--- src/sv/level_gauge_digit_overlay_pixels_macros.svh ---
// Assertion helpers shared by the gauge RTL.
// Every check samples on the rising edge of clk and is switched off while rst is high.
`ifndef LEVEL_GAUGE_DIGIT_OVERLAY_PIXELS_MACROS_SVH
`define LEVEL_GAUGE_DIGIT_OVERLAY_PIXELS_MACROS_SVH

`ifndef SYNTHESIS
`define LGAUGE_ASSERT_SAME(lbl, ante, cons, msg) \
  lbl: assert property (@(posedge clk) disable iff (rst) (ante) |-> (cons)) else $error(msg);
`define LGAUGE_ASSERT_NEXT(lbl, ante, cons, msg) \
  lbl: assert property (@(posedge clk) disable iff (rst) (ante) |=> (cons)) else $error(msg);
`else
`define LGAUGE_ASSERT_SAME(lbl, ante, cons, msg)
`define LGAUGE_ASSERT_NEXT(lbl, ante, cons, msg)
`endif

`endif

--- src/sv/lgauge_pkg.sv ---
package lgauge_pkg;

  localparam int DEF_FRAME_WIDTH  = 100;
  localparam int DEF_FRAME_HEIGHT = 200;

  localparam int LEVEL_W   = 11;
  localparam int SCALE_W   = 10;
  localparam int ROW_W     = 8;
  localparam int COL_W     = 7;
  localparam int CFG_IDX_W = 2;

  localparam logic [CFG_IDX_W-1:0] REG_LEVEL = 2'd0;
  localparam logic [CFG_IDX_W-1:0] REG_SCALE = 2'd1;

  localparam logic [SCALE_W-1:0] SCALE_RESET = 10'd500;
  localparam logic [SCALE_W-1:0] SHOWN_MAX   = 10'd999;

  localparam int GLYPH_SIZE   = 16;
  localparam int GLYPH_OFFSET = 24;
  localparam int GLYPH_SLOTS  = 3;
  localparam int RED_FULL     = 255;
  localparam logic [7:0] GREEN_ON = 8'd250;

  // Settled display values, derived from the level registers.
  typedef struct packed {
    logic       bar_en;
    logic [7:0] red_val;
    logic [3:0] hund;
    logic [3:0] tens;
    logic [3:0] units;
  } gauge_cfg_t;

  // Font: one 16-bit word per glyph row, leftmost pixel in the MSB.
  localparam logic [15:0] GLYPH_ROM [0:159] = '{
    16'h0000, 16'h0000, 16'h0000, 16'h07F0, 16'h1C18, 16'h381C, 16'h380E, 16'h380E,
    16'h780E, 16'h380E, 16'h380E, 16'h381C, 16'h1C38, 16'h07F0, 16'h0000, 16'h0000,
    16'h0000, 16'h0000, 16'h0000, 16'h03C0, 16'h0FC0, 16'h01C0, 16'h01C0, 16'h01C0,
    16'h01C0, 16'h01C0, 16'h01C0, 16'h01C0, 16'h01C0, 16'h0FF8, 16'h0000, 16'h0000,
    16'h0000, 16'h0000, 16'h0000, 16'h0FF8, 16'h181C, 16'h380C, 16'h181C, 16'h0038,
    16'h0070, 16'h01C0, 16'h0700, 16'h1C04, 16'h3FFC, 16'h3FFC, 16'h0000, 16'h0000,
    16'h0000, 16'h0000, 16'h0000, 16'h0FF0, 16'h3818, 16'h381C, 16'h0018, 16'h01F0,
    16'h01F8, 16'h001C, 16'h000E, 16'h380C, 16'h381C, 16'h0FF0, 16'h0000, 16'h0000,
    16'h0000, 16'h0000, 16'h0000, 16'h0030, 16'h00F0, 16'h01F0, 16'h0270, 16'h0C70,
    16'h1870, 16'h3070, 16'h3FFE, 16'h0070, 16'h0070, 16'h03FE, 16'h0000, 16'h0000,
    16'h0000, 16'h0000, 16'h0000, 16'h1FFC, 16'h1800, 16'h1800, 16'h18C0, 16'h1FF8,
    16'h181C, 16'h000C, 16'h180E, 16'h380C, 16'h3818, 16'h0FF0, 16'h0000, 16'h0000,
    16'h0000, 16'h0000, 16'h0000, 16'h07F8, 16'h0C1C, 16'h1800, 16'h3800, 16'h3FF8,
    16'h3C1C, 16'h380E, 16'h380E, 16'h380E, 16'h1C1C, 16'h07F0, 16'h0000, 16'h0000,
    16'h0000, 16'h0000, 16'h0000, 16'h1FFE, 16'h380C, 16'h3010, 16'h0020, 16'h0060,
    16'h00C0, 16'h0180, 16'h0380, 16'h0380, 16'h0380, 16'h0380, 16'h0000, 16'h0000,
    16'h0000, 16'h0000, 16'h0000, 16'h0FF8, 16'h380C, 16'h300C, 16'h3C0C, 16'h0FF8,
    16'h0FF0, 16'h383C, 16'h300E, 16'h700E, 16'h381C, 16'h0FF0, 16'h0000, 16'h0000,
    16'h0000, 16'h0000, 16'h0000, 16'h0FF0, 16'h3818, 16'h300C, 16'h700E, 16'h301E,
    16'h383E, 16'h0FEE, 16'h001C, 16'h1818, 16'h3C30, 16'h1FE0, 16'h0000, 16'h0000
  };

  function automatic logic [15:0] glyph_row(input logic [3:0] digit, input logic [3:0] dr);
    logic [15:0] word;
    word = 16'h0000;
    if (digit <= 4'd9) begin
      word = GLYPH_ROM[{digit, dr}];
    end
    return word;
  endfunction

endpackage

--- src/sv/lgauge_div.sv ---
module lgauge_div import lgauge_pkg::*; #(
  parameter int NUM_W = 21
) (
  input  logic               clk,
  input  logic               rst,
  input  logic               go,
  input  logic [NUM_W-1:0]   dividend,
  input  logic [SCALE_W-1:0] divisor,
  output logic               busy,
  output logic [NUM_W-1:0]   quotient
);

  localparam int CNT_W = $clog2(NUM_W + 1);

  logic [NUM_W-1:0]   work;
  logic [SCALE_W-1:0] rem;
  logic [CNT_W-1:0]   cnt;
  logic [SCALE_W:0]   trial;
  logic               take;
  logic [SCALE_W:0]   diff;

  // Restoring division, one quotient bit per cycle, quotient bits shift into work.
  always_comb begin
    trial = {rem, work[NUM_W-1]};
    take  = trial >= {1'b0, divisor};
    diff  = trial - {1'b0, divisor};
  end

  always_ff @(posedge clk) begin
    if (rst) begin
      cnt <= '0;
    end else if (go) begin
      cnt <= CNT_W'(NUM_W);
    end else if (cnt != '0) begin
      cnt <= cnt - 1'b1;
    end
  end

  always_ff @(posedge clk) begin
    if (go) begin
      work <= dividend;
      rem  <= '0;
    end else if (cnt != '0) begin
      work <= {work[NUM_W-2:0], take};
      rem  <= take ? diff[SCALE_W-1:0] : trial[SCALE_W-1:0];
    end
  end

  assign busy     = cnt != '0;
  assign quotient = work;

endmodule

--- src/sv/lgauge_pix.sv ---
module lgauge_pix import lgauge_pkg::*; #(
  parameter int FRAME_WIDTH  = DEF_FRAME_WIDTH,
  parameter int FRAME_HEIGHT = DEF_FRAME_HEIGHT,
  parameter int FILL_W       = $clog2(DEF_FRAME_HEIGHT + 1)
) (
  input  logic              clk,
  input  logic              rst,
  input  logic              in_valid,
  input  logic [ROW_W-1:0]  row,
  input  logic [COL_W-1:0]  col,
  input  gauge_cfg_t        gcfg,
  input  logic [FILL_W-1:0] filled,
  output logic              out_valid,
  output logic [7:0]        red,
  output logic [7:0]        green
);

  localparam int HW  = $clog2(FRAME_HEIGHT + 1);
  localparam int WW  = $clog2(FRAME_WIDTH + 1);
  localparam int RW  = (HW > ROW_W) ? HW : ROW_W;
  localparam int CW  = (WW > COL_W) ? WW : COL_W;
  localparam int SW  = RW + 1;
  localparam int R0  = FRAME_HEIGHT / 2 - GLYPH_OFFSET;
  localparam int C0  = FRAME_WIDTH / 2 - GLYPH_OFFSET;

  // Stage A: captured coordinates.
  logic             valid_a;
  logic [RW-1:0]    row_a;
  logic [CW-1:0]    col_a;

  // Stage B: frame, bar and glyph window decisions.
  logic             valid_b;
  logic             frame_b;
  logic             bar_b;
  logic             glyph_win_b;
  logic [3:0]       dr_b;
  logic [5:0]       dc_b;

  logic [RW-1:0]    dr_full;
  logic [CW-1:0]    dc_full;
  logic             frame_c;
  logic             bar_c;
  logic             win_c;

  logic [3:0]       digit;
  logic [15:0]      word;
  logic             glyph_on;

  always_ff @(posedge clk) begin
    if (rst) begin
      valid_a   <= 1'b0;
      valid_b   <= 1'b0;
      out_valid <= 1'b0;
    end else begin
      valid_a   <= in_valid;
      valid_b   <= valid_a;
      out_valid <= valid_b;
    end
  end

  always_ff @(posedge clk) begin
    row_a <= RW'(row);
    col_a <= CW'(col);
  end

  always_comb begin
    dr_full = row_a - RW'(R0);
    dc_full = col_a - CW'(C0);
    frame_c = (row_a < RW'(FRAME_HEIGHT)) && (col_a < CW'(FRAME_WIDTH));
    bar_c   = gcfg.bar_en && ((SW'(row_a) + SW'(filled)) >= SW'(FRAME_HEIGHT));
    win_c   = (row_a >= RW'(R0)) && (dr_full < RW'(GLYPH_SIZE)) &&
              (col_a >= CW'(C0)) && (dc_full < CW'(GLYPH_SLOTS * GLYPH_SIZE));
  end

  always_ff @(posedge clk) begin
    frame_b     <= frame_c;
    bar_b       <= bar_c;
    glyph_win_b <= win_c;
    dr_b        <= dr_full[3:0];
    dc_b        <= dc_full[5:0];
  end

  always_comb begin
    case (dc_b[5:4])
      2'd0:    digit = gcfg.hund;
      2'd1:    digit = gcfg.tens;
      2'd2:    digit = gcfg.units;
      default: digit = 4'd0;
    endcase
    word     = glyph_row(digit, dr_b);
    glyph_on = frame_b && glyph_win_b && word[~dc_b[3:0]];
  end

  always_ff @(posedge clk) begin
    if (glyph_on) begin
      red   <= 8'd0;
      green <= GREEN_ON;
    end else begin
      red   <= (frame_b && bar_b) ? gcfg.red_val : 8'd0;
      green <= 8'd0;
    end
  end

endmodule

--- src/sv/level_gauge_digit_overlay_pixels.sv ---
// Each accepted pixel passes the stage A, stage B and output registers, and its colour is on
// the result ports for a single cycle, marked by result_strobe.
// Throughput: one pixel per clock while busy is low, through a three-stage pipeline.
// After a configuration write, and after reset, busy stays high while a bit-serial
// divider works out the bar height and red intensity. Reset is synchronous.
`include "level_gauge_digit_overlay_pixels_macros.svh"

module level_gauge_digit_overlay_pixels import lgauge_pkg::*; #(
  parameter int FRAME_WIDTH  = DEF_FRAME_WIDTH,
  parameter int FRAME_HEIGHT = DEF_FRAME_HEIGHT
) (
  input  logic                 clk,
  input  logic                 rst,
  input  logic                 start,
  output logic                 busy,
  input  logic [ROW_W-1:0]     pixel_row,
  input  logic [COL_W-1:0]     pixel_col,
  output logic                 result_strobe,
  output logic [7:0]           red_level,
  output logic [7:0]           green_level,
  input  logic                 cfg_valid,
  output logic                 cfg_ready,
  input  logic [CFG_IDX_W-1:0] cfg_index,
  input  logic [LEVEL_W-1:0]   cfg_data
);

  // Bar height needs enough bits to hold FRAME_HEIGHT itself; both divisions share
  // one dividend width, sized for the larger of level times frame height plus a
  // rounding term and level times full red intensity.
  localparam int HW    = $clog2(FRAME_HEIGHT + 1);
  localparam int RED_W = $clog2(RED_FULL + 1);
  localparam int NUM_W = SCALE_W + ((HW > RED_W) ? HW : RED_W);

  logic [LEVEL_W-1:0] level_value;
  logic [SCALE_W-1:0] full_scale;
  logic [SCALE_W-1:0] level_clamped;
  logic [SCALE_W-1:0] level_clamped_next;

  logic               cfg_write;
  logic               item_take;

  // Recalculation sequencer: the settle1, settle2 and settle3 registers, then the dividers run.
  logic               settle1;
  logic               settle2;
  logic               settle3;
  logic               bar_div_busy;
  logic               red_div_busy;

  logic [NUM_W-1:0]   num_bar;
  logic [NUM_W-1:0]   num_red;
  logic [NUM_W-1:0]   quo_bar;
  logic [NUM_W-1:0]   quo_red;

  // Digit split of the shown value, one register stage per multiply.
  logic [SCALE_W-1:0] shown;
  logic [SCALE_W-1:0] shown_d1;
  logic [3:0]         hund_d1;
  logic [3:0]         hund_d2;
  logic [6:0]         rem_d2;
  logic [3:0]         hund_d3;
  logic [3:0]         tens_d3;
  logic [6:0]         rem_d3;
  logic [3:0]         hund_d4;
  logic [3:0]         tens_d4;
  logic [3:0]         units_d4;
  logic [15:0]        hund_prod;
  logic [14:0]        tens_prod;
  logic [10:0]        hund_back;
  logic [10:0]        rem_wide;
  logic [7:0]         tens_back;

  logic               bar_en;
  gauge_cfg_t         gcfg;

  assign cfg_write = cfg_valid && cfg_ready;
  assign item_take = start && !busy;

  // The configuration port stays closed while the derived values are being rebuilt,
  // so a second write cannot overtake a division that is still in flight.
  assign busy      = settle1 || settle2 || settle3 || bar_div_busy || red_div_busy;
  assign cfg_ready = !busy;

  always_ff @(posedge clk) begin
    if (rst) begin
      level_value <= '0;
      full_scale  <= SCALE_RESET;
    end else if (cfg_write) begin
      case (cfg_index)
        REG_LEVEL: level_value <= cfg_data;
        REG_SCALE: full_scale  <= cfg_data[SCALE_W-1:0];
        default:   ;
      endcase
    end
  end

  // Reset also starts a recalculation, so the reset values are reflected too.
  always_ff @(posedge clk) begin
    if (rst) begin
      settle1 <= 1'b1;
      settle2 <= 1'b0;
      settle3 <= 1'b0;
    end else begin
      settle1 <= cfg_write;
      settle2 <= settle1;
      settle3 <= settle2;
    end
  end

  // A zero full scale or a negative level shows as an empty gauge; a level past
  // full scale is held at full scale.
  always_comb begin
    if (full_scale == '0 || level_value[LEVEL_W-1]) begin
      level_clamped_next = '0;
    end else if (level_value[SCALE_W-1:0] > full_scale) begin
      level_clamped_next = full_scale;
    end else begin
      level_clamped_next = level_value[SCALE_W-1:0];
    end
  end

  // The dividends are registered ahead of the divider start so that the constant
  // multiply and the rounding add are held in registers of their own.
  always_ff @(posedge clk) begin
    level_clamped <= level_clamped_next;
    bar_en        <= level_clamped != '0;
    num_bar       <= NUM_W'(level_clamped) * NUM_W'(FRAME_HEIGHT) + NUM_W'(full_scale) -
                     NUM_W'(1);
    num_red       <= NUM_W'(level_clamped) * NUM_W'(RED_FULL);
  end

  // Bar height is the rounded-up quotient; the red intensity rounds down.
  lgauge_div #(
    .NUM_W (NUM_W)
  ) u_div_bar (
    .clk      (clk),
    .rst      (rst),
    .go       (settle3),
    .dividend (num_bar),
    .divisor  (full_scale),
    .busy     (bar_div_busy),
    .quotient (quo_bar)
  );

  lgauge_div #(
    .NUM_W (NUM_W)
  ) u_div_red (
    .clk      (clk),
    .rst      (rst),
    .go       (settle3),
    .dividend (num_red),
    .divisor  (full_scale),
    .busy     (red_div_busy),
    .quotient (quo_red)
  );

  // The readout tops out at 999 when the full scale allows a larger level.
  // Division by 100 and by 10 uses exact reciprocal multiplies for these ranges.
  always_comb begin
    shown     = (level_clamped > SHOWN_MAX) ? SHOWN_MAX : level_clamped;
    hund_prod = 16'(shown) * 16'd41;
    hund_back = 11'(hund_d1) * 11'd100;
    rem_wide  = 11'(shown_d1) - hund_back;
    tens_prod = 15'(rem_d2) * 15'd205;
    tens_back = 8'(tens_d3) * 8'd10;
  end

  always_ff @(posedge clk) begin
    shown_d1 <= shown;
    hund_d1  <= hund_prod[15:12];
    hund_d2  <= hund_d1;
    rem_d2   <= rem_wide[6:0];
    hund_d3  <= hund_d2;
    tens_d3  <= tens_prod[14:11];
    rem_d3   <= rem_d2;
    hund_d4  <= hund_d3;
    tens_d4  <= tens_d3;
    units_d4 <= 4'(8'(rem_d3) - tens_back);
  end

  // The derived values only settle while busy is high, and no pixel is taken then.
  assign gcfg.bar_en  = bar_en;
  assign gcfg.red_val = quo_red[7:0];
  assign gcfg.hund    = hund_d4;
  assign gcfg.tens    = tens_d4;
  assign gcfg.units   = units_d4;

  lgauge_pix #(
    .FRAME_WIDTH  (FRAME_WIDTH),
    .FRAME_HEIGHT (FRAME_HEIGHT),
    .FILL_W       (HW)
  ) u_pix (
    .clk       (clk),
    .rst       (rst),
    .in_valid  (item_take),
    .row       (pixel_row),
    .col       (pixel_col),
    .gcfg      (gcfg),
    .filled    (quo_bar[HW-1:0]),
    .out_valid (result_strobe),
    .red       (red_level),
    .green     (green_level)
  );

  `LGAUGE_ASSERT_SAME(a_item_latency, item_take, ##3 result_strobe, "pixel item result missing")
  `LGAUGE_ASSERT_NEXT(a_cfg_recalc, cfg_write, busy, "configuration write did not raise busy")
  `LGAUGE_ASSERT_SAME(a_colour_excl, result_strobe, !(|red_level && |green_level), "both lit")

endmodule
--- config.mk ---
export PLATFORM = sky130hd
export DESIGN_NAME = level_gauge_digit_overlay_pixels
export DESIGN_NICKNAME = d
export VERILOG_FILES = /design/src/sv/lgauge_pkg.sv /design/src/sv/lgauge_div.sv /design/src/sv/lgauge_pix.sv /design/src/sv/level_gauge_digit_overlay_pixels.sv
export VERILOG_INCLUDE_DIRS = /design/src /design/src/sv
export SDC_FILE = /design/constraint.sdc
export NUM_CORES = 1
export LEC_CHECK = 0
export BUFFER_PORTS_ARGS = -buffer_cell sky130_fd_sc_hd__buf_2
export CAP_MARGIN = 20
export CORE_MARGIN = 2
export CORE_UTILIZATION = 55
export CTS_BUF_LIST = sky130_fd_sc_hd__clkbuf_8 sky130_fd_sc_hd__clkbuf_16
export CTS_CLUSTER_DIAMETER = 60
export DETAILED_ROUTE_END_ITERATION = 7
export PLACE_DENSITY = 0.72
export SLEW_MARGIN = 20
export SYNTH_ARGS = -nofsm -noshare
export SYNTH_HDL_FRONTEND = slang
export SYNTH_SLANG_ARGS = --single-unit
--- constraint.sdc ---
create_clock -name clk -period 13.2 [get_ports clk]
set_input_delay 2.64 -clock clk [delete_from_list [all_inputs] [get_ports clk]]
set_output_delay 2.64 -clock clk [all_outputs]
set_load 0.1 [all_outputs]
# Word level (Yosys, flattened, before mapping)
# Memory sizes are Yosys's and may differ from the RTL's.
# Cells that the tools add are included.
dict set report word_totals {
  regBits 230
  mem_bits_ro 4096
  output_inout_bits 19
  elab_cells 124
  mem_count 1
}
dict set report classes {
  n_addsub 11
  multipliers 6
  magnitude_cmp 14
  n_eq_ne 3
  muxes 19
  n_bitwise 3
  reduce_logical 28
}
# name words width rd rd_clocked_by_memory_dff wr line_no
set memory_table {}
lappend memory_table {{(no name shown)} 256 16 1 0 0 lgauge_pkg.sv:61} ;# word = GLYPH_ROM[{digit, dr}];
# cell count
set ops {}
lappend ops {{18-bit two-way mux} 4}
lappend ops {{16-bit two-way mux} 3}
lappend ops {{10-bit two-way mux} 4}
lappend ops {{11-bit by 10-bit greater-or-equal comparator with 1-bit output} 2}
lappend ops {{5-bit two-way mux} 4}
lappend ops {{10-bit subtractor} 2}
lappend ops {{18-bit by 10-bit adder with 18-bit output} 1}
lappend ops {{10-bit by 8-bit multiplier with 18-bit output, second input constant} 1}
lappend ops {{18-bit by 1-bit subtractor with 18-bit output, second input constant} 1}
lappend ops {{10-bit by 6-bit multiplier with 16-bit output, second input constant} 1}
lappend ops {{10-bit by 5-bit multiplier with 15-bit output, second input constant} 1}
lappend ops {{7-bit by 8-bit multiplier with 15-bit output, second input constant} 1}
lappend ops {{4-bit case mux with 3 select lines} 1}
lappend ops {{10-bit greater-than comparator} 1}
lappend ops {{10-bit greater-than comparator, second input constant} 1}
lappend ops {{1-bit logical AND} 10}
lappend ops {{10-bit zero test} 1}
lappend ops {{10-bit nonzero test} 1}
lappend ops {{5-bit nonzero test} 2}
lappend ops {{5-bit by 1-bit subtractor with 5-bit output, second input constant} 2}
lappend ops {{8-bit by 8-bit adder with 9-bit output} 1}
lappend ops {{9-bit by 8-bit greater-or-equal comparator with 1-bit output, second input constant} 1}
lappend ops {{9-bit greater-or-equal comparator, second input constant} 1}
lappend ops {{8-bit inverter with 9-bit output} 1}
lappend ops {{other kinds (27)} 36}

# Depth between registers and ports, before layout
# Gate-level depths: netlist of the first run.
dict set report logic_depth {
  depth_word 11
  depth_mapped 20
  depth_no_buf 20
}

# Modules after synthesis
# Synthesis of the first run repeated with hierarchy kept, for this count alone.
dict set report unflattened {
  cells_unflattened 1750
  hier_area_um2 16425.8
}
# module n_inst cells_per_inst area_each_um2
set modules_own_cells {}
lappend modules_own_cells {level_gauge_digit_overlay_pixels 1 907 8826.0}
lappend modules_own_cells {lgauge_div 2 181 1915.6}
lappend modules_own_cells {lgauge_pix 1 481 3768.6}

# Worst setup path before layout of the first run
# OpenSTA, ideal clock, no wires.
dict set report synth_path {
  path_kind {register to output}
  start {register u_div_bar.cnt[0]}
  end {output cfg_ready}
  t_arrival_ns 2.949
  required_time_ns 10.560
  setup_slack_ns 7.611
  stages_incl_launch_ff 7
  path_cell_list {dfxtp_1 > inv_1 > ha_1 > nand3b_1 > or2_1 > or4_1 > inv_1}
}
dict set report synth_between {
  elab_chain_len 4
}
# element line_no
set synth_rtl {}
lappend synth_rtl {{from (decl)} lgauge_div.sv:17} ;# logic [CNT_W-1:0] cnt;
lappend synth_rtl {{from (signal assigned)} lgauge_div.sv:33} ;# cnt <= CNT_W'(NUM_W);
lappend synth_rtl {{from (signal assigned)} lgauge_div.sv:35} ;# cnt <= cnt - 1'b1;
lappend synth_rtl {{5-bit nonzero test} lgauge_div.sv:49} ;# assign busy = cnt != '0;
lappend synth_rtl {{1-bit logical OR (2 in a row)} level_gauge_digit_overlay_pixels.sv:80} ;# assign busy = settle1 || settle2 || settle3 || bar_div_busy || red_div_busy;
lappend synth_rtl {{via busy} level_gauge_digit_overlay_pixels.sv:15} ;# output logic busy,
lappend synth_rtl {{1-bit zero test} level_gauge_digit_overlay_pixels.sv:81} ;# assign cfg_ready = !busy;
lappend synth_rtl {{to (decl)} level_gauge_digit_overlay_pixels.sv:22} ;# output logic cfg_ready,
# The timed path passes the listed nets, and every way through them passes these cells.

# Worst setup path after layout of the first run
dict set report layout_path {
  start {register u_div_bar.cnt[0]}
  end {output cfg_ready}
}
dict set report layout_between {
  elab_chain_len 4
}
# element line_no
set layout_rtl {}
lappend layout_rtl {{5-bit nonzero test} lgauge_div.sv:49}
lappend layout_rtl {{1-bit logical OR (2 in a row)} level_gauge_digit_overlay_pixels.sv:80}
lappend layout_rtl {{1-bit zero test} level_gauge_digit_overlay_pixels.sv:81}
# Every way passes these cells.

==> results of run 1 <==
## flip-flops by register name, summed over array words and instances (netlist names), 5 cells and up
name                cells
u_div_bar.rem          10
u_div_red.rem          10
shown_d1                7
u_div_bar.quotient     18
u_div_bar.cnt           5
u_pix.red               8
u_pix.col_a             7
num_red                18
u_div_red.quotient     18
rem_d2                  7
level_clamped          10
num_bar                18
full_scale             10
level_value            11
u_pix.row_a             8
u_pix.dc_b              6
u_div_red.cnt           5
## routing by layer
layer  track usage  vias up  wire length, um
met1        0.3150     5788            16280
met5             0        -                0
met4       0.08506        0             1170
met2        0.4152      383            17410
li1              -     6094                -
met3       0.03745       95             2137
## worst register-to-register path, stage by stage (launching register included)
cell,delay (ns)
dfxtp_1,0.64
fa_1,0.60
xor2_1,0.20
ha_1,0.31
fa_1,0.54
inv_1,0.06
fa_1,0.54
inv_1,0.05
ha_1,0.33
a21boi_0,0.16
o21ai_0,0.36
a211oi_1,0.19
o31ai_1,0.47
o21bai_1,0.11
a21oi_1,0.18
xnor2_1,0.13
## power by group through the flow
stage | Clock, mW | Sequential [mW] | Combinational, mW
floorplan | 0 | 0.943 | 0.669
global placement | 0 | 0.972 | 0.813
detailed placement | 0 | 0.974 | 0.831
CTS | 0.777 | 0.963 | 0.837
global route | 0.802 | 0.979 | 0.949
finish | 0.761 | 0.962 | 0.838
## final timing paths
kind	start	endpoint	slack [ns]	cells after the start
max	u_div_bar.cnt[0]$_SDFFE_PP0P_	cfg_ready	6.86	7
min	shown_d1[1]$_DFF_P_	rem_d2[1]$_DFF_P_	0.32	0
max reg2reg	level_clamped[2]$_SDFF_PP0_	num_red[17]$_DFF_P_	8.27	15
min reg2reg	shown_d1[1]$_DFF_P_	rem_d2[1]$_DFF_P_	0.32	0
## area by class of cell
type | instances | area, um2 | area share
clock buffer | 31 | 742.0 | 0.04231
clock inverter | 19 | 196.4 | 0.01120
timing repair buffer | 60 | 330.3 | 0.01883
tap | 384 | 480.5 | 0.02740
multi-input combinational | 1244 | 10150 | 0.5786
inverter | 217 | 814.5 | 0.04644
sequential | 223 | 4827 | 0.2752
## kinds of logic (layout without fill, tap and decap cells)
family                     after synthesis  in the layout  share of synthesized area
AOI/OAI and AO/OA                      367            367                     0.1558
adders and majority gates              288            288                     0.2513
other                                    1              2                  0.0002320
buffers and inverters                  287            327                    0.07456
DFF                                    223            223                     0.2985
and+or+nand+nor                        440            440                     0.1302
muxes                                   64             64                    0.04351
xor gates and xnor gates                83             83                    0.04583
## cell usage in the layout (no fill, tap or decap), drive strengths merged, types with 8 or more instances in the layout
master / instances
nor3: 43
clkbuf: 31
o211ai: 16
edfxtp: 36
xor2: 27
a21boi: 8
or3: 9
nand3: 34
mux2: 37
a21oi: 94
nand2: 76
nand2b: 17
a21o: 31
inv: 224
dfxtp: 187
a211oi: 35
ha: 227
xnor2: 55
clkinv: 9
nor2: 169
a31oi: 15
buf: 60
o31ai: 8
nor2b: 26
o21ai: 72
a211o: 10
a2111oi: 9
or2: 18
fa: 61
nand4: 11
mux2i: 27
## cells in the mapped netlist, drive strengths merged, types with 8 or more instances
cell type    n
ha         227
clkbuf      27
o31ai        8
or3          9
mux2        37
inv        217
o21ai       72
nand2       76
buf         43
xor2        27
o211ai      16
a2111oi      9
a211o       10
nor3        43
nand4       11
a21o        31
xnor2       55
a21boi       8
dfxtp      187
fa          61
mux2i       27
nand2b      17
a31oi       15
edfxtp      36
nand3       34
nor2b       26
nor2       169
or2         18
a211oi      35
a21oi       94
## per-stage QoR
step / setup slack, ns / instance area, um2 / hold WS (ns)
detailed placement: 7.433 / 16600 / 0.3121
global route: 6.551 / 17540 / 0.3276
floorplan: 7.611 / 16160 / 0.3096
global placement: 7.497 / 16600 / 0.3115
finish: 6.863 / 17540 / 0.3248
CTS: 6.834 / 17540 / 0.3268
==> reports/results.ini, run 1 <==
[timing]
setup-violations-final=0
tightest_slew_ns=1.190
hold_violations=0
fmax_mhz=157.8
rsz0062_at_grt=no
clock-skew-final_ns=0.03428
min_period_ns=6.337
finalSetupTns_ns=0
fin_crit_sh=0.4801
slew_viol_final=0
slew-limit-headroom=0.2013

[floorplan]
core-area_um2=28780
ioPinCount=51
die_w_um=175.4
die_area_um2=30770
die_h_um=175.4
start_util=0.5615
std_cell_rows=62

[setup_path]
crit_fanout=24
critPathTopFamily=simple AND/OR/NAND/NOR gates
path_buf_inv=3
crit_required_ns=10.56
crit_path_cell_trace=inv_1 -> ha_1 -> nand3b_1 -> or2_1 -> or4_1 -> inv_1 -> buf_2
cp.arrival_ns=3.70
critical_path_class=flop to primary output
cpMaxStageDelayCell=or2_1
cp-start-kind=flop
crit_path_frequent_cell=inv_1
max_stage_delay_ns=0.79
end_kind=primary output

[run]
maxCapViolations=0

[power]
combPwrFrac=0.327
switching_share=0.3412
peakVddDrop_mv=0.1312
p_leak_nw=8.631
netSwitchingPower_mw=0.8739
powerDensity_nw_per_um2=146.0
power.share.sequential=0.376
clkPwrFrac=0.297
p_total_mw=2.561
power.internal_mw=1.687

[final_layout]
areaGrowthSynthToFinish_pct=8.524
fin_util=0.6094
diodes=0
final_cells=2178
layout-drive-gt1-share=0.1014
fill_cells=2450
finalNetCount=2094

[cts]
cts_resized=0
cts_tree=built
cts_max_path_buffers=3
cts-root-buf=clkbuf_16
cts_buffers=28
cts_max_level=1
cts_hold_buf=0
numClockSinks=223
path_clk_slew_ns=0.06
insertion_delay_ns=0.55
cts_setup_buffers=0

[place]
dp_cells=2128
portBuffers=48
gp_congestion=0.9358
dp_hpwl_um=27220

[hold_path]
hold_path.class=flop to flop

[route]
finalWirelength_um=36990
vias_per_cell=5.675
ant_nets=0
vias=12360
post_drt_wl_per_cell_um=16.98
first_iter_violations=832
firstDrtPassIters=6
route.detailed.drc=0

[synth]
synth_top_area_share=0.2317
ys_types=87
synthTopCellsByArea=dfxtp_1 23%, ha_1 18%, fa_1 7.6%
ys_async_sr_fraction=0
synthesis.area_um2=16160
yosysSeqAreaShare=0.2985
yosysTopAreaCell=dfxtp_1
ys.flop_type=dfxtp_1
synth_edf_count=36
synth_seq_cells=223
yosys_warnings=0
synth_cells=1753
postSynthAreaPerCell_um2=9.219

[status]
outcome=complete, no violations

[global_routing]
track_usage=0.2436
overflow=0
grt_antenna_before_repair=0
grt_max_degree=67
grt_pass1_wl_um=61420
grt_pass1_vias=12411

(Power assumes the default switching activity.)
==> run 2, diff against run 1 <==
--- a/config.mk
+++ b/config.mk
@@ -6,6 +6,7 @@
 export SDC_FILE = /design/constraint.sdc
 export NUM_CORES = 1
 export LEC_CHECK = 0
+export ABC_AREA = 1
 export BUFFER_PORTS_ARGS = -buffer_cell sky130_fd_sc_hd__buf_2
 export CAP_MARGIN = 20
 export CORE_MARGIN = 2
@@ -13,7 +14,7 @@
 export CTS_BUF_LIST = sky130_fd_sc_hd__clkbuf_8 sky130_fd_sc_hd__clkbuf_16
 export CTS_CLUSTER_DIAMETER = 60
 export DETAILED_ROUTE_END_ITERATION = 7
-export PLACE_DENSITY = 0.72
+export PLACE_DENSITY = 0.75
 export SLEW_MARGIN = 20
 export SYNTH_ARGS = -nofsm -noshare
 export SYNTH_HDL_FRONTEND = slang
==> constraint.sdc (replaced) <==
create_clock -name clk -period 5.8 [get_ports clk]
set_input_delay 1.16 -clock clk [delete_from_list [all_inputs] [get_ports clk]]
set_output_delay 1.16 -clock clk [all_outputs]
set_load 0.1 [all_outputs]
==> run 2 against run 1 <==
First-iteration DRC count down 6.1%. Via count up 6.6%. Combinational power rose to 2.8 times the previous value. Non-clock buffer count down 6. Sequential power up 130%. Register-to-register slack worse by 7.2 ns. Core utilization up 0.099 points. Design area down 0.38%. Global-route usage up 1.1 points. Largest cell class unchanged. Highest routed layer unchanged.
==> reports/results.ini, run 2 <==
[power]
p_total_mw=6.383
p_leak_nw=9.334
powerDensity_nw_per_um2=365.3
peakVddDrop_mv=0.2991

[synth]
synth_most_common_cell=nand2_1
synth_cells=2011
synth_edf_count=36
postSynthAreaPerCell_um2=7.932
yosysSeqAreaShare=0.3025
yosys_warnings=0
ys_types=51
synthTopCellsByArea=dfxtp_1 23%, ha_1 18%, nand2_1 11%
synth_top_area_share=0.2347
ys_top_cells_by_count=451 x nand2_1, 311 x inv_1, 227 x ha_1, 187 x dfxtp_1, 124 x nor2_1
ys.flop_type=dfxtp_1
synthesis.area_um2=15950
ys_async_sr_fraction=0
yosysTopAreaCell=dfxtp_1
synth_seq_cells=223

[setup_path]
cp-start-kind=flop
rrSetupSlack_ns=1.06
crit_required_ns=6.24
end_kind=flop
regToRegStartpoint=level_clamped[3]$_SDFF_PP0_
crit_fanout=12
cp.arrival_ns=5.18
reg2regPathDepth=17
crit_end=num_red[16]$_DFF_P_
r2r-end=num_red[16]$_DFF_P_
crit_start=level_clamped[3]$_SDFF_PP0_
critical_path_class=flop to flop

[cts]
cts-root-buf=clkbuf_16
path_clk_slew_ns=0.07
cts_buffers=28
insertion_delay_ns=0.56
cts_max_level=1
cts_tree=built
cts_max_path_buffers=3
numClockSinks=223
cts_resized=0
cts_hold_buf=0
cts_setup_buffers=0

[timing]
slew-limit-headroom=0.3002
tightest_slew_ns=1.049
rsz0062_at_grt=no
fmax_mhz=210.9
finalSetupTns_ns=0
min_period_ns=4.742
fin_crit_sh=0.8176
hold_violations=0
clock-skew-final_ns=0.02719
slew_viol_final=0
setup-violations-final=0

[floorplan]
die_h_um=174.3
die_area_um2=30380
std_cell_rows=62
core-area_um2=28630
die_w_um=174.3
ioPinCount=51
start_util=0.5573

[place]
dp_hpwl_um=28860
dp_cells=2401
portBuffers=48
gp_congestion=0.9501
dpl_cell_area_um2=16460

[route]
vias=13174
firstDrtPassIters=6
first_iter_violations=781
finalWirelength_um=37910
route.detailed.drc=0
post_drt_wl_per_cell_um=15.45
vias_per_cell=5.368
ant_nets=0

[global_routing]
grt_pass1_wl_um=63360
grt_antenna_before_repair=1
overflow=0
grt_max_degree=55
track_usage=0.2542
grt_pass1_vias=13191

[status]
outcome=complete, no violations

[final_layout]
final_common_cell=nand2_1
layout-drive-gt1-share=0.06715
final_cell_mix=451 x nand2_1, 314 x inv_1, 227 x ha_1
areaGrowthSynthToFinish_pct=9.530
finalNetCount=2368
final_cells=2454
design_area_um2=17470
diodes=0

[run]
maxCapViolations=0

[hold_path]
hold_path.class=flop to flop

==> run 2: cell types whose count changed in the layout (fill, tap and decap cells not counted), moves of 26 or more <==
cell     previous run  this run
nand2_1            76       451
mux2_2             37         0
inv_1             220       314
xor2_1             27        55
nor2b_1            26         0
o21ai_0            65       105
a21o_1             31         5
xnor2_1            55        28
nand3_1            34       108
nor2_1            169       124
==> run 2: worst min path at each step <==
stage               cells after the start                   to           startpoint  slack [ns]
floorplan                               0   hund_d3[0]$_DFF_P_   hund_d2[0]$_DFF_P_        0.31
global placement                        0   hund_d4[0]$_DFF_P_   hund_d3[0]$_DFF_P_        0.31
detailed placement                      0  units_d4[0]$_DFF_P_    rem_d3[0]$_DFF_P_        0.31
CTS                                     0   hund_d3[2]$_DFF_P_   hund_d2[2]$_DFF_P_        0.33
global route                            0    rem_d2[0]$_DFF_P_  shown_d1[0]$_DFF_P_        0.33
finish                                  0   hund_d3[3]$_DFF_P_   hund_d2[3]$_DFF_P_        0.33
==> run 2: layer usage <==
layer	GRT usage	part of all wire
met3	0.03718	0.050
met5	0	0
met2	0.4330	0.47
met1	0.3256	0.44
met4	0.09909	0.038
==> run 2: metrics by stage <==
| step | utilization | worst slack (ns) | hold WS (ns) |
|---|---|---|---|
| 4_1_cts | 0.6092 | 1.020 | 0.3274 |
| 2_1_floorplan | - | 1.513 | 0.3096 |
| 3_5_place_dp | 0.5750 | 1.034 | 0.3121 |
| 5_1_grt | 0.6104 | 0.6038 | 0.3322 |
| 6_report | 0.6104 | 1.058 | 0.3265 |
| 3_3_place_gp | 0.5750 | 1.198 | 0.3097 |
==> run 2: final cells by class <==
type                            instances  area, um2
Clock inverter                         20      202.7
Inverter                              320       1201
Multi-Input combinational cell       1421       9678
Tap cell                              384      480.5
Sequential cell                       223       4826
Clock buffer                           32      778.2
Timing Repair Buffer                   54      305.3
Fill cell                            2468      11150
==> run 2: cell families after synthesis <==
| group | share of synthesized area |
|---|---|
| compound gates | 0.1075 |
| xor+xnor | 0.04557 |
| fa+ha+maj | 0.2546 |
| buf+inv | 0.09138 |
| flops | 0.3025 |
| other cells | 0.0002351 |
| simple gates | 0.1982 |
==> run 2: worst max-delay path, cell delays in order, from the launching register on <==
cell and delay, ns:
dfxtp_1 0.65, fa_1 0.55, fa_1 0.51, fa_1 0.57, inv_1 0.06, fa_1 0.53
inv_1 0.04, ha_1 0.37, nand2_1 0.11, nor3_1 0.14, nand2_1 0.07, o211ai_1 0.14
nand2_1 0.09, nand2_1 0.07, a21oi_1 0.09, o31ai_1 0.32, a21oi_1 0.14, xor2_1 0.16
==> run 2: power breakdown <==
part / internal, mW / switching, mW / leakage, nW
clock network: 1.07 / 0.714 / 0.486
logic: 0.830 / 1.52 / 6.94
registers: 2.04 / 0.208 / 1.91
total: 3.94 / 2.45 / 9.33
==> run 3, diff against run 2 <==
--- a/config.mk
+++ b/config.mk
@@ -6,7 +6,7 @@
 export SDC_FILE = /design/constraint.sdc
 export NUM_CORES = 1
 export LEC_CHECK = 0
-export ABC_AREA = 1
+export ABC_AREA = 0
 export BUFFER_PORTS_ARGS = -buffer_cell sky130_fd_sc_hd__buf_2
 export CAP_MARGIN = 20
 export CORE_MARGIN = 2
==> constraint.sdc (replaced) <==
create_clock -name clk -period 4.16 [get_ports clk]
set_input_delay 0.832 -clock clk [delete_from_list [all_inputs] [get_ports clk]]
set_output_delay 0.832 -clock clk [all_outputs]
set_load 0.1 [all_outputs]
==> run 3 against run 2 <==
Worst hold slack barely moved. Non-clock buffer count rose by 128. Clock skew fell by 0.011 ns. Core utilization rose by 4.9 points.
==> reports/results.ini, run 3 (synthesis gave the netlist of run 1 again) <==
[final_layout]
diodes=0
fin_util=0.6589
layout-drive-gt1-share=0.2027
final_common_cell=inv_1
finalNetCount=2214
final_cell_mix=212 x inv_1, 206 x ha_1, 174 x dfxtp_1
final_cells=2298
areaGrowthSynthToFinish_pct=17.34

[global_routing]
grt_antenna_before_repair=0
track_usage=0.2553
overflow=0
grt_pass1_wl_um=64540
grt_pass1_vias=13376
grt_max_degree=67

[setup_path]
cpMaxStageDelayCell=fa_2
regToRegStartpoint=level_clamped[0]$_SDFF_PP0_
crit_fanout=9
max_stage_delay_ns=0.36
rrSetupSlack_ns=0.06
critical_path_class=flop to flop
r2r-end=num_bar[17]$_DFF_P_
cp-start-kind=flop
crit_required_ns=4.58
reg2regPathDepth=21
cp.arrival_ns=4.52
crit_path_cell_trace=buf_6 -> inv_1 -> ha_4 -> buf_4 -> ha_1 -> ha_1 -> inv_1 -> fa_2 -> nor2b_2 -> o21ai_2 -> nand2_1 -> nor2_1 -> nor2_2 -> inv_1 -> ha_1 -> or2_2 -> a21oi_1 -> a31oi_2 -> o21ai_1 -> a31oi_1 -> xnor3_1
end_kind=flop
crit_end=num_bar[17]$_DFF_P_
crit_start=level_clamped[0]$_SDFF_PP0_

[route]
finalWirelength_um=40150
first_iter_violations=999
route.detailed.drc=0
wl_met3_um=2458
ant_nets=0
top_layer=met4
vias=13096
wl_met2_um=19360
post_drt_wl_per_cell_um=17.47
vias_per_cell=5.699
wl_met1_um=16450
firstDrtPassIters=8

[run]
maxCapViolations=0

[cts]
cts-root-buf=clkbuf_16
numClockSinks=223
cts_hold_buf=0
cts_max_path_buffers=3
cts_tree=built
cts_buffers=26
insertion_delay_ns=0.55
cts_max_level=1
path_clk_slew_ns=0.06

[power]
switching_share=0.3465
netSwitchingPower_mw=2.871
combPwrFrac=0.347
clkPwrFrac=0.286
powerDensity_nw_per_um2=436.9
p_total_mw=8.285
power.share.sequential=0.367
power.internal_mw=5.415
p_leak_nw=9.221
peakVddDrop_mv=0.5006

[place]
gp_congestion=0.9738
portBuffers=48
dp_cells=2224
post-place-ws_ns=-0.2131
dp_hpwl_um=29350

[timing]
fin_crit_sh=0.9862
min_period_ns=4.103
rsz0062_at_grt=yes
tightest_slew_ns=1.037
worst_slack_ns=0.05731
slew-limit-headroom=0.3060
hold_violations=0
fmax_mhz=243.7
setup-violations-final=0
slew_viol_final=0
whs_ns=0.3261
clock-skew-final_ns=0.01591

[floorplan]
core-area_um2=28780
die_h_um=175.4
ioPinCount=51
std_cell_rows=62
die_area_um2=30770
die_w_um=175.4
start_util=0.5615

[status]
outcome=complete, no violations

[hold_path]
hold_path.class=flop to flop

[run 3: worst max-delay path: cells and delay by family (launching register included)]
family	cells	cell delay [ns]
XOR/XNOR	1	0.19
flip-flops	1	0.35
AO/OA/AOI/OAI	5	0.80
AND/OR/NAND/NOR	5	0.74
adder cells (fa/ha/maj)	5	1.38
buffers and inverters	5	0.53
[run 3: power groups by stage]
| stage | clock [mW] | combinational (mW) | sequential, mW |
|---|---|---|---|
| after floorplan | 0 | 2.12 | 2.99 |
| after global placement | 0 | 2.67 | 3.08 |
| after detailed placement | 0 | 2.77 | 3.09 |
| after CTS | 2.41 | 2.81 | 3.04 |
| after global routing | 2.50 | 3.23 | 3.09 |
| final | 2.37 | 2.88 | 3.04 |
[run 3: per-layer routing]
| metal | GRT usage | up-vias |
|---|---|---|
| met5 | 0 | - |
| met4 | 0.1057 | 0 |
| met3 | 0.04264 | 149 |
| met2 | 0.4457 | 415 |
| li1 | - | 6344 |
| met1 | 0.3125 | 6188 |
[run 3: what timing repair did]
item | 4_1_cts | 5_1_grt
pin swaps | 12 | 58
setup buffers | 8 | 19
setup endpoints to repair | 9 | 12
resized for setup | 33 | 87
[run 3: metrics by stage]
step           instance area, um2  TNS [ns]
2_1_floorplan               16170  -0.04665
3_3_place_gp                17340   -0.2061
3_5_place_dp                17340   -0.8102
4_1_cts                     18440         0
5_1_grt                     18960   -0.4803
6_report                    18960         0
[run 3: worst min-delay path by stage]
stage	from	to	slack [ns]	cells after the start
after floorplan	hund_d2[0]$_DFF_P_	hund_d3[0]$_DFF_P_	0.31	0
after global placement	hund_d3[0]$_DFF_P_	hund_d4[0]$_DFF_P_	0.31	0
after detailed placement	hund_d2[3]$_DFF_P_	hund_d3[3]$_DFF_P_	0.31	0
after CTS	shown_d1[0]$_DFF_P_	rem_d2[0]$_DFF_P_	0.33	0
after global routing	hund_d2[3]$_DFF_P_	hund_d3[3]$_DFF_P_	0.33	0
final	shown_d1[0]$_DFF_P_	rem_d2[0]$_DFF_P_	0.33	0
[run 3: area by class of cell]
| class | count | area, um2 |
|---|---|---|
| well taps | 384 | 480.5 |
| clock buffers | 33 | 780.7 |
| multi-input cells | 1244 | 10600 |
| fillers | 2216 | 9817 |
| inverters | 217 | 818.3 |
| repair buffers | 182 | 1292 |
| flip-flops and latches | 223 | 4858 |
| clock inverters | 15 | 136.4 |
